<file path="config.mk">
export PLATFORM = sky130hd
export DESIGN_NAME = case_insensitive_substring_match
export DESIGN_NICKNAME = d
export VERILOG_FILES = /design/src/sv/cism_pkg.sv /design/src/sv/cism_core.sv /design/src/sv/case_insensitive_substring_match.sv
export SDC_FILE = /design/constraint.sdc
export NUM_CORES = 1
export LEC_CHECK = 0
export BUFFER_PORTS_ARGS = -buffer_cell sky130_fd_sc_hd__buf_2
export CAP_MARGIN = 20
export CORE_ASPECT_RATIO = 1.75
export CORE_MARGIN = 2
export CORE_UTILIZATION = 40
export CTS_CLUSTER_SIZE = 25
export DETAILED_ROUTE_END_ITERATION = 8
export GPL_TIMING_DRIVEN = 0
export PLACE_DENSITY_LB_ADDON = 0.12
export SLEW_MARGIN = 10
export SYNTH_ARGS = -nofsm -noshare
export SYNTH_HDL_FRONTEND = slang
export SYNTH_HIERARCHICAL = 1
export SYNTH_SLANG_ARGS = --single-unit
</file>
<file path="constraint.sdc">
create_clock -name clk -period 4.1 [get_ports clk]
set_input_delay 0.205 -clock clk [delete_from_list [all_inputs] [get_ports clk]]
set_output_delay 0.205 -clock clk [all_outputs]
set_load 0.01 [all_outputs]
</file>
<file path="src/sv/cism_pkg.sv">
// Shared constants, types and helpers for the case-insensitive substring matcher.
`timescale 1ns / 1ps

package cism_pkg;

    localparam int MAX_CHARS = 63;
    localparam int LEN_W     = $clog2(MAX_CHARS + 1);
    localparam int IDX_W     = (MAX_CHARS > 1) ? $clog2(MAX_CHARS) : 1;

    localparam logic OP_PATTERN = 1'b0;
    localparam logic OP_TEXT    = 1'b1;

    typedef struct packed {
        logic       op;
        logic [7:0] char_byte;
        logic       char_valid;
        logic       last;
    } cism_item_t;

    typedef struct packed {
        logic emit;
        logic found;
    } cism_result_t;

    function automatic logic [7:0] fold_case(input logic [7:0] c);
        logic [7:0] r;
        r = c;
        if (c >= 8'h41 && c <= 8'h5A)
        begin
            r = c + 8'h20;
        end
        return r;
    endfunction

endpackage

</file>
<file path="src/sv/cism_core.sv">
// Pattern store and shift-and match state; updates once per item that steps through.
`timescale 1ns / 1ps

module cism_core
    import cism_pkg::*;
(
    input  logic         clk,
    input  logic         rst_n,
    input  logic         step,
    input  cism_item_t   item,
    output cism_result_t result
);

    logic [7:0]           store_reg [MAX_CHARS];
    logic [LEN_W-1:0]     len_reg, len_next;
    logic                 closed_reg, closed_next;
    logic [MAX_CHARS-1:0] pmv_reg, pmv_next;
    logic [LEN_W-1:0]     tc_reg, tc_next;
    logic                 hit_reg, hit_next;

    logic [7:0]           c;
    logic [LEN_W-1:0]     len_base;
    logic [LEN_W-1:0]     len_m1;
    logic [MAX_CHARS-1:0] eq;
    logic [MAX_CHARS-1:0] pmv_step;
    logic                 hit_step;
    logic                 store_we;
    logic [IDX_W-1:0]     store_addr;

    always_comb
    begin
        c        = fold_case(item.char_byte);
        len_base = closed_reg ? '0 : len_reg;
        len_m1   = len_reg - LEN_W'(1);

        // one comparator per stored pattern byte, masked past the length
        for (int i = 0; i < MAX_CHARS; i++)
        begin
            eq[i] = (LEN_W'(i) < len_reg) && (store_reg[i] == c);
        end
        pmv_step = ((pmv_reg << 1) | MAX_CHARS'(1)) & eq;
        hit_step = (len_reg != '0) && pmv_step[len_m1[IDX_W-1:0]];

        len_next    = len_reg;
        closed_next = closed_reg;
        pmv_next    = pmv_reg;
        tc_next     = tc_reg;
        hit_next    = hit_reg;
        store_we    = 1'b0;
        store_addr  = len_base[IDX_W-1:0];
        result.emit  = 1'b0;
        result.found = 1'b0;

        if (step)
        begin
            case (item.op)
                OP_PATTERN:
                begin
                    len_next = len_base;
                    closed_next = 1'b0;
                    if (closed_reg)
                    begin
                        pmv_next = '0;
                        tc_next  = '0;
                        hit_next = 1'b0;
                    end
                    if (item.char_valid && (len_base < LEN_W'(MAX_CHARS)))
                    begin
                        store_we = 1'b1;
                        len_next = len_base + LEN_W'(1);
                    end
                    if (item.last)
                    begin
                        closed_next = 1'b1;
                        pmv_next    = '0;
                        tc_next     = '0;
                        hit_next    = 1'b0;
                    end
                end
                OP_TEXT:
                begin
                    closed_next = 1'b1;
                    if (item.char_valid && (tc_reg < LEN_W'(MAX_CHARS)))
                    begin
                        pmv_next = pmv_step;
                        hit_next = hit_reg | hit_step;
                        tc_next  = tc_reg + LEN_W'(1);
                    end
                    if (item.last)
                    begin
                        result.emit  = 1'b1;
                        result.found = hit_next || (len_reg == '0);
                        pmv_next     = '0;
                        tc_next      = '0;
                        hit_next     = 1'b0;
                    end
                end
                default:
                begin
                    closed_next = closed_reg;
                end
            endcase
        end
    end

    always_ff @(posedge clk)
    begin
        if (store_we)
        begin
            store_reg[store_addr] <= c;
        end
    end

    always_ff @(posedge clk or negedge rst_n)
    begin
        if (!rst_n)
        begin
            len_reg    <= '0;
            closed_reg <= 1'b0;
            pmv_reg    <= '0;
            tc_reg     <= '0;
            hit_reg    <= 1'b0;
        end
        else
        begin
            len_reg    <= len_next;
            closed_reg <= closed_next;
            pmv_reg    <= pmv_next;
            tc_reg     <= tc_next;
            hit_reg    <= hit_next;
        end
    end

endmodule

</file>
<file path="src/sv/case_insensitive_substring_match.sv">
// Top level: input beat register, match core and result register.
//
//  channel | direction | handshake                  | payload
//  item    | in        | item_valid / item_stall     | op, char_byte, char_valid, last
//  result  | out       | result_valid / result_stall | found
//
// One item per cycle unless stalled; each item waits in the input register,
// where the shift-and update runs against all stored pattern bytes in parallel.
// A text-last item passes the input register, then the result register once it is free.
// The input stalls only when a text-last item meets a result that is still held.
// rst_n clears all control state; the pattern store needs no reset.
`timescale 1ns / 1ps

module case_insensitive_substring_match
    import cism_pkg::*;
(
    input  logic       clk,
    input  logic       rst_n,
    input  logic       item_valid,
    output logic       item_stall,
    input  logic       op,
    input  logic [7:0] char_byte,
    input  logic       char_valid,
    input  logic       last,
    output logic       result_valid,
    input  logic       result_stall,
    output logic       found
);

    cism_item_t   item_reg;
    logic         busy_reg, busy_next;
    logic         out_valid_reg, out_valid_next;
    logic         found_reg;
    cism_result_t res;
    logic         out_free;
    logic         advance;
    logic         accept;

    assign out_free   = !out_valid_reg || !result_stall;
    assign advance    = busy_reg && (!((item_reg.op == OP_TEXT) && item_reg.last) || out_free);
    assign item_stall = busy_reg && !advance;
    assign accept     = item_valid && !item_stall;

    cism_core u_core (
        .clk    (clk),
        .rst_n  (rst_n),
        .step   (advance),
        .item   (item_reg),
        .result (res)
    );

    always_comb
    begin
        busy_next = busy_reg;
        if (accept)
        begin
            busy_next = 1'b1;
        end
        else if (advance)
        begin
            busy_next = 1'b0;
        end

        out_valid_next = out_valid_reg;
        if (res.emit)
        begin
            out_valid_next = 1'b1;
        end
        else if (out_valid_reg && !result_stall)
        begin
            out_valid_next = 1'b0;
        end
    end

    always_ff @(posedge clk or negedge rst_n)
    begin
        if (!rst_n)
        begin
            busy_reg      <= 1'b0;
            out_valid_reg <= 1'b0;
        end
        else
        begin
            busy_reg      <= busy_next;
            out_valid_reg <= out_valid_next;
        end
    end

    // payload registers: load on accept, hold result until taken
    always_ff @(posedge clk)
    begin
        if (accept)
        begin
            item_reg.op         <= op;
            item_reg.char_byte  <= char_byte;
            item_reg.char_valid <= char_valid;
            item_reg.last       <= last;
        end
        if (res.emit)
        begin
            found_reg <= res.found;
        end
    end

    assign result_valid = out_valid_reg;
    assign found        = found_reg;

endmodule

</file>
* Word level (Yosys, flattened, before mapping) *
Memories as Yosys holds them, arrays and structs flattened.
Index checks and enable logic that the tools add are counted.

storage, ports and cells
  register bits after elaboration = 90
  bits in latches = 0
  memory bits (writable) = 504
  bits in read-only memories = 0
  logic and storage cells = 277
  memories kept = 1

operators by class
  $add $sub $neg = 4
  $mul = 0
  div/mod/pow operators = 0
  $lt $le $gt $ge = 68
  eq/ne operators = 65
  shift-type cells = 0
  mux-type cells = 36
  bitwise operators = 3
  reductions and logical operators = 88

memory list
  memory            depth  width  read ports  clocked after Yosys merged registers in  wr ports  line             RTL
  u_core.store_reg  63     8      63          0                                        1         cism_core.sv:14  logic [7:0] store_reg [MAX_CHARS];

operators by type and width
  cell                                                                number
  equality test 8 bit                                                 63
  2-to-1 mux 62 bit                                                   4
  < comparator 6 bit (first input constant)                           31
  case mux 62 bit (2 select lines)                                    1
  < comparator 5 x 6 -> 1 bit (first input constant)                  16
  logical AND 1 bit                                                   72
  bitwise AND 63 bit                                                  1
  < comparator 4 x 6 -> 1 bit (first input constant)                  8
  2-to-1 mux 6 bit                                                    6
  < comparator 3 x 6 -> 1 bit (first input constant)                  4
  2-to-1 mux 1 bit                                                    17
  adder 6 x 1 -> 6 bit (second input constant)                        2
  < comparator 1 x 6 -> 1 bit (first input constant)                  2
  < comparator 2 x 6 -> 1 bit (first input constant)                  2
  < comparator 6 bit (second input constant)                          2
  case mux 6 bit (2 select lines)                                     1
  adder 8 x 6 -> 8 bit (second input constant)                        1
  greater-or-equal comparator 8 x 7 -> 1 bit (second input constant)  1
  <= comparator 8 x 7 -> 1 bit (second input constant)                1
  2-to-1 mux 8 bit                                                    1
  < comparator 6 x 7 -> 1 bit (second input constant)                 1
  binary-select mux 1 bit (select 6 bit)                              1
  logical NOT 6 bit                                                   1
  2-to-1 mux 2 bit                                                    3
  other kinds (11)                                                    22

* Longest topological paths before layout *
Gate-level depths: netlist (run 1).

  depth in word-level cells = 18
  gate-level depth with buffers = 15
  depth with buffers taken out = 12

* Cells and area by module *
The synthesis (run 1) kept the hierarchy.

by module, submodules not included
  module                            times used  cells an instance  area each (um^2)
  cism_core                         1           2218               27843.0
  case_insensitive_substring_match  1           21                 460.4

* Worst setup path before layout (run 1) *
Ideal clock, no wire load.

  kind = register to register
  start = register item_reg[6] (netlist bit)
  end = register found_reg (netlist: found) (data pin)
  library setup time = 0.259 ns
  arrival time = 3.564 ns
  path slack = 0.277 ns
  stages on the path, launching flop included = 14
  cells stage by stage = edfxtp_1 buf_2 inv_1 a221oi_4 nor2_8 clkinv_2 buf_6 xnor2_1 a32o_1 a21oi_1 o211ai_1 nand4_1 a22oi_1 o31a_1

on the way
  longest elaborated chain between the ends = 14

ends and longest elaborated chain
  element                                                                                     line                                     RTL
  from (decl)                                                                                 case_insensitive_substring_match.sv:30   cism_item_t item_reg;
  greater-or-equal comparator 8 x 7 -> 1 bit or <= comparator 8 x 7 -> 1 bit (tied branches)  cism_pkg.sv:28                           if (c >= 8'h41 && c <= 8'h5A)
  logical AND 1 bit                                                                           cism_pkg.sv:28
  2-to-1 mux 8 bit *                                                                          cism_pkg.sv:28
  net u_core.c[7]                                                                             cism_core.sv:21                          logic [7:0] c;
  equality test 8 bit                                                                         cism_core.sv:39                          eq[i] = (LEN_W'(i) < len_reg) && (store_reg[i] == c);
  logical AND 1 bit                                                                           cism_core.sv:39
  bitwise AND 63 bit *                                                                        cism_core.sv:41                          pmv_step = ((pmv_reg << 1) | MAX_CHARS'(1)) & eq;
  binary-select mux 1 bit (select 6 bit) *                                                    cism_core.sv:42                          hit_step = (len_reg != '0) && pmv_step[len_m1[IDX_W-1:0]];
  2-to-1 mux 1 bit (implied by the code) *                                                    cism_core.sv:42
  logical AND 1 bit *                                                                         cism_core.sv:42
  OR 1 bit *                                                                                  cism_core.sv:86                          hit_next = hit_reg | hit_step;
  2-to-1 mux 1 bit *                                                                          cism_core.sv:83                          if (item.char_valid && (tc_reg < LEN_W'(MAX_CHARS)))
  2-to-1 mux 1 bit *                                                                          cism_core.sv:56                          case (item.op)
  2-to-1 mux 1 bit *                                                                          cism_core.sv:54                          if (step)
  logical OR 1 bit *                                                                          cism_core.sv:92                          result.found = hit_next || (len_reg == '0);
  to (signal assigned)                                                                        case_insensitive_substring_match.sv:101  found_reg <= res.found;
  to (decl)                                                                                   case_insensitive_substring_match.sv:33   logic found_reg;

Mark *: on every way through the listed nets, which the timed path passes. The rest lies on a longest branch. The select of a mux whose other input is x is not followed.
A chain may end at the register's enable or synchronous reset.

* Worst setup path in the final report (run 1) *
  start = register item_reg[7] (netlist bit)
  end = register found_reg (netlist: found) (data pin)

on the way
  longest elaborated chain between the ends = 14

ends and longest elaborated chain
  element                                                                                     line
  greater-or-equal comparator 8 x 7 -> 1 bit or <= comparator 8 x 7 -> 1 bit (tied branches)  cism_pkg.sv:28
  logical AND 1 bit                                                                           cism_pkg.sv:28
  2-to-1 mux 8 bit *                                                                          cism_pkg.sv:28
  equality test 8 bit                                                                         cism_core.sv:39
  logical AND 1 bit                                                                           cism_core.sv:39
  bitwise AND 63 bit *                                                                        cism_core.sv:41
  binary-select mux 1 bit (select 6 bit) *                                                    cism_core.sv:42
  2-to-1 mux 1 bit (implied by the code) *                                                    cism_core.sv:42
  logical AND 1 bit *                                                                         cism_core.sv:42
  OR 1 bit *                                                                                  cism_core.sv:86
  2-to-1 mux 1 bit *                                                                          cism_core.sv:83
  2-to-1 mux 1 bit *                                                                          cism_core.sv:56
  2-to-1 mux 1 bit *                                                                          cism_core.sv:54
  logical OR 1 bit *                                                                          cism_core.sv:92

Every way passes the cells marked *; elsewhere a longest branch is shown, timed or not. The select of a mux whose other input is x is not followed.

==> impl_metrics.json, run 1 <==
{
  "fin_hold_ws_ns": 0.2614,
  "worst_pin_slew_ns": 1.297,
  "arrival_ns": 4.82,
  "crit_start": "item_reg[7]",
  "die_height_um": 355.9,
  "r2r_start": "item_reg[7]",
  "end_kind": "register",
  "fmax_mhz": 232.6,
  "synthMostInstantiatedCell": "edfxtp_1",
  "status": "complete, but fails checks",
  "start_util": 0.4022,
  "dieArea_mm2": 0.07299,
  "synthAdderAreaFrac": 0.002652,
  "muxShareOfSynthArea": 0.003934,
  "synth_top_family_by_area": "XOR/XNOR gates",
  "num_vias": 21980,
  "synthArstFlopShare": 0.1313,
  "min_to": "item_reg[0]",
  "power_uw": 14940,
  "grt_pass1_vias": 21560,
  "hold_viol": 0,
  "setup_viol": 30,
  "synth.net_count": 2260,
  "synth-seq-cells": 594,
  "worstHoldPathCells": 2,
  "min-delay-start": "last",
  "synth-edff-count": 516,
  "drive_gt1_frac": 0.1763,
  "crit_fanout": 8,
  "coreArea_mm2": 0.07037,
  "cts_htree_levels": 2,
  "drtIter0Drc": 2651,
  "antenna_found_initial": 10,
  "ant_nets": 0,
  "avgViaCountPerCell": 6.461,
  "p_leak_uw": 0.01105,
  "drv_cap": 0,
  "synth_area_leaders": "edfxtp_1, xnor2_1, dfrtp_1",
  "chipWidth_um": 205.1,
  "numClockSinks": 594,
  "numPortBuffers": 17,
  "power_per_cell_area_mw_per_mm2": 439.9,
  "grt_usage": 0.3966,
  "violations": "negative setup slack",
  "r2r_setup_slack_ns": -0.20,
  "grt_overflow_total": 0,
  "synth_ff_type": "edfxtp_1",
  "cts-root-buf": "clkbuf_16",
  "start_kind": "register",
  "ir_worst_vdd_v": 0.0003761,
  "yosys_warnings": 6,
  "postSynthCellCount": 2239,
  "clockBufferDepth": 3,
  "synth-xor-area-share": 0.1275,
  "synth_compound_area_frac": 0.1110,
  "grt_max_degree": 52,
  "reg2reg_to": "found",
  "synth_top_area_frac": 0.5475,
  "synth_simple_gate_area_share": 0.1105,
  "hp-class": "in -> reg",
  "clk_latency_ns": 0.68,
  "largest_reg_flops": 504,
  "synthesis.area_mm2": 0.02830,
  "nFillCells": 6380,
  "crit_type": "reg -> reg",
  "skew_ns": 0.03701,
  "synth_commonest_cells": "edfxtp_1, xnor2_1, nor2_1",
  "cts_tree": "built",
  "min_period_over_period": 1.048,
  "final_nets": 2454,
  "cts_buffers": 58,
  "period_needed_ns": 4.298,
  "cts.clk_slew.worst_paths_ns": 0.06,
  "tns_ns": -1.690,
  "synth_area_per_cell_um2": 12.64,
  "rows": 129,
  "slew_headroom": 0.1355,
  "wl_um": 145400,
  "synth.largest_area_cell": "edfxtp_1",
  "drv_slew": 0,
  "ys_types": 88,
  "grt_pass1_wl_um": 190200,
  "dpl_worst_slack_ns": -2.121,
  "drc": 0,
  "syn_to_final_growth_pct": 19.97,
  "place.gp.congestion": 1.044,
  "setup_slack_ns": -0.1985,
  "ys_seq_area_frac": 0.6164,
  "critPathRequiredTime_ns": 4.62,
  "routedWlPerCell_um": 42.75,
  "io_pins": 18,
  "rsz0062_at_grt": "true",
  "hpwlAfterDp_um": 102300,
  "dr.pass1.iters": 7,
  "r2r_cells": 12
}
routing by layer:
metal	GRT usage	up-vias	routed length, um
met1	0.4444	11240	50140
met2	0.6357	1373	68340
met4	0.3619	4	16010
met3	0.07609	543	10880
met5	0	-	24
li1	-	8814	-
metrics by stage:
| stage | area [um2] | instances | util |
|---|---|---|---|
| after floorplan | 28300 | 2239 | - |
| after global placement | 29540 | 3173 | 0.4197 |
| after detailed placement | 30250 | 3218 | 0.4299 |
| after CTS | 33440 | 3372 | 0.4752 |
| after global routing | 33940 | 3396 | 0.4823 |
| final | 33960 | 3401 | 0.4825 |
layout make-up:
| class | count | area (um2) | area share |
|---|---|---|---|
| Clock inverter | 34 | 401.6 | 0.01183 |
| Buffer | 132 | 979.7 | 0.02885 |
| Clock buffer | 72 | 1545 | 0.04551 |
| Multi-Input combinational cell | 1468 | 10680 | 0.3146 |
| Antenna cell | 5 | 12.51 | 0.0003685 |
| Tap cell | 917 | 1147 | 0.03379 |
| Timing Repair Buffer | 139 | 1555 | 0.04580 |
| Inverter | 40 | 183.9 | 0.005417 |
| Sequential cell | 594 | 17450 | 0.5138 |
cell families after synthesis:
kind of cell | count (synthesis)
AOI/OAI and AO/OA | 427
xor gates and xnor gates | 412
DFF | 594
muxes | 11
and+or+nand+nor | 612
buffers and inverters | 177
adders and majority gates | 6
repair_timing:
action                     4_1_cts  5_1_grt
setup endpoints to repair      536       94
resized for setup              231       74
hold endpoints to repair        91        0
pin swaps                       20       18
buffers inserted                32       22
cloned                           4        2
hold buffers                    16        0
power by group:
group,switching (uW),internal [uW]
clock,2460,3170
sequential,26.1,6610
combinational,1960,709
worst max path at each step:
stage	to	slack, ns
final	found	-0.20
after global routing	found	-0.07
after floorplan	found	0.28
after CTS	found	-0.14
after global placement	found	-4.62
after detailed placement	found	-2.12
critical path: stages, from the launching register on:
cell	delay, ns
edfxtp_1	0.56
ha_4	0.39
or2_2	0.29
buf_1	0.34
a2111oi_0	0.55
o21ai_0	0.25
a2111oi_2	0.42
and2_1	0.22
o21bai_1	0.09
o211ai_1	0.23
nand4_1	0.31
a22oi_2	0.33
o31a_1	0.16
cell usage in the layout (no fill, tap or decap), drive strengths merged, types with 74 or more instances in the layout:
master,Yosys,final
nand2,118,118
dfrtp,78,78
clkbuf,68,134
xnor2,283,283
o21ai,91,91
buf,69,189
nand3,74,74
xor2,129,129
nor2,151,151
edfxtp,516,516
No activity file was read; power rests on OpenSTA's default activity.
==> run 2, diff against run 1 <==
PLACE_DENSITY_LB_ADDON = not set   (was 0.12)
SYNTH_HIERARCHICAL = not set   (was 1)
==> run 2 against run 1 <==
Core utilization up 1.1 points. Critical path type unchanged. The flow still finishes with violations (negative setup slack). Worst setup slack improved by 0.14 ns. Via count decreased by 1.1%. Largest power group unchanged. Largest cell class unchanged. Design area increased by 1.2%.
==> impl_metrics.json, run 2 <==
{
  "status": "complete, but fails checks",
  "violations": "negative setup slack",
  "cts_tree": "built",
  "power_per_cell_area_mw_per_mm2": 418.4,
  "clk_latency_ns": 0.66,
  "largest_reg_flops": 504,
  "die_height_um": 355.4,
  "synthArstFlopShare": 0.1313,
  "synth_commonest_cells": "edfxtp_1, xnor2_1, nand2_1",
  "ys_seq_area_frac": 0.6181,
  "min_period_over_period": 1.014,
  "yosys_warnings": 0,
  "place.gp.congestion": 1.034,
  "setup_viol": 10,
  "drive_gt1_frac": 0.2006,
  "synth_ff_type": "edfxtp_1",
  "grt_max_degree": 73,
  "drc": 0,
  "start_util": 0.4052,
  "grt_usage": 0.3846,
  "numPortBuffers": 17,
  "grt_overflow_total": 0,
  "cts_htree_levels": 2,
  "p_leak_uw": 0.01123,
  "rows": 128,
  "rsz0062_at_grt": "true",
  "r2r_setup_slack_ns": -0.06,
  "r2r_start": "item_reg[8]",
  "syn_to_final_growth_pct": 21.79,
  "synthesis.area_mm2": 0.02823,
  "io_pins": 18,
  "avgViaCountPerCell": 6.393,
  "ys_types": 91,
  "cp_slowest_cell": "o2111ai_2",
  "synth.largest_area_cell": "edfxtp_1",
  "ir_worst_vdd_v": 0.0003847,
  "synth-edff-count": 516,
  "ant_nets": 0,
  "hp-class": "in -> async",
  "end_kind": "register",
  "final_nets": 2460,
  "worst_pin_slew_ns": 1.214,
  "critPathRequiredTime_ns": 4.49,
  "drv_slew": 0,
  "synth_top_area_frac": 0.5490,
  "cts.clk_slew.worst_paths_ns": 0.07,
  "r2r_cells": 12,
  "coreArea_mm2": 0.06967,
  "layout_common_cells": "edfxtp_1, xnor2_1, xor2_1",
  "antenna_found_initial": 6,
  "hold_viol": 0,
  "synth_area_leaders": "edfxtp_1, xnor2_1, dfrtp_1",
  "synthMostInstantiatedCell": "edfxtp_1",
  "arrival_ns": 4.55,
  "setup_slack_ns": -0.05670,
  "grt_pass1_wl_um": 185900,
  "fmax_mhz": 240.6,
  "cts_buffers": 57,
  "routedWlPerCell_um": 41.14,
  "grt_pass1_vias": 21500,
  "numClockSinks": 594,
  "crit_fanout": 10,
  "synth-seq-cells": 594,
  "dpl_worst_slack_ns": -2.077,
  "drtIter0Drc": 2495,
  "final_util": 0.4934,
  "synth_area_per_cell_um2": 12.55,
  "start_kind": "register",
  "final_common_cell": "edfxtp_1",
  "chipWidth_um": 204.8,
  "dieArea_mm2": 0.07279,
  "clockBufferDepth": 3,
  "skew_ns": 0.04271,
  "slowest_delay_ns": 0.61,
  "cts-root-buf": "clkbuf_16",
  "dr.pass1.iters": 5,
  "wl_um": 139800,
  "postSynthCellCount": 2249,
  "period_needed_ns": 4.157,
  "drv_cap": 0,
  "slew_headroom": 0.1878,
  "reg2reg_to": "found",
  "path_cells": "ha_1, buf_2, buf_8, nor3_2, clkbuf_8, nand2_2, o2111ai_2, o221a_2, nand2_1, o22ai_1, a22oi_2, o31a_1",
  "hpwlAfterDp_um": 100200,
  "synth.net_count": 2270,
  "crit_type": "reg -> reg",
  "num_vias": 21730,
  "tns_ns": -0.2461
}
run 2: final cells by class:
cell class | instances | area, um2
sequential | 594 | 17450
clock buffer | 66 | 1480
fill | 6204 | 35290
buffer | 125 | 1023
timing repair buffer | 141 | 1652
clock inverter | 41 | 480.5
multi-input combinational | 1483 | 10980
inverter | 37 | 162.7
antenna | 2 | 5.005
tap | 910 | 1139
run 2: kinds of logic after synthesis:
family | synth area share
multiplexers | 0.004743
XOR/XNOR | 0.1241
buffers and inverters | 0.02669
AND/OR/NAND/NOR | 0.1144
AO/OA/AOI/OAI | 0.1093
adder cells (fa/ha/maj) | 0.002660
flip-flops | 0.6181
run 2: repair_timing:
item	in CTS	in global routing
endpoints found under the setup margin	609	270
gates cloned	0	3
resized for setup	185	188
setup buffers	25	29
pin swaps	7	30
hold buffers	14	0
hold endpoints to repair	93	0
run 2: power by group:
group	switching (uW)	internal, uW	total, uW	leakage (uW)
clock	2540	3180	5720	0.000950
sequential	30.1	6600	6630	0.00572
combinational	1460	568	2020	0.00456
total	4030	10400	14400	0.0112
run 2: worst max-delay path, delay by kind of cell, from the launching register on:
kind                       cells  cell delay [ns]
AOI/OAI and AO/OA              5             1.66
adders and majority gates      1             0.39
buffers and inverters          3             0.73
DFF                            1             0.50
and+or+nand+nor                3             0.57
run 2: routing by layer:
metal  part of all wire  track usage  vias up
li1                   -            -     8847
met1               0.34       0.4325    11120
met2               0.48       0.6322     1256
met3              0.075      0.06740      501
met4               0.11       0.3236        8
met5            0.00041            0        -
run 2: metrics by stage:
stage | area, um2 | cells | power [uW] | hold slack [ns]
global placement | 29450 | 3176 | 8386 | 0.3825
finish | 34380 | 3399 | 14380 | 0.03467
global route | 34370 | 3397 | 14610 | 0.05120
detailed placement | 30330 | 3225 | 8471 | 0.1364
CTS | 33290 | 3365 | 14200 | 0.02995
floorplan | 28230 | 2249 | 7504 | -0.09059
run 2: worst max path at each step:
stage | slack (ns) | depth (start not counted) | start | end
2_1_floorplan | 0.18 | 13 | item_reg[3] | found
3_3_place_gp | -5.18 | 13 | item_reg[5] | found
3_5_place_dp | -2.08 | 15 | item_reg[5] | found
4_1_cts | -0.39 | 13 | item_reg[8] | found
5_1_grt | -0.05 | 14 | item_reg[3] | found
6_report | -0.06 | 12 | item_reg[8] | found
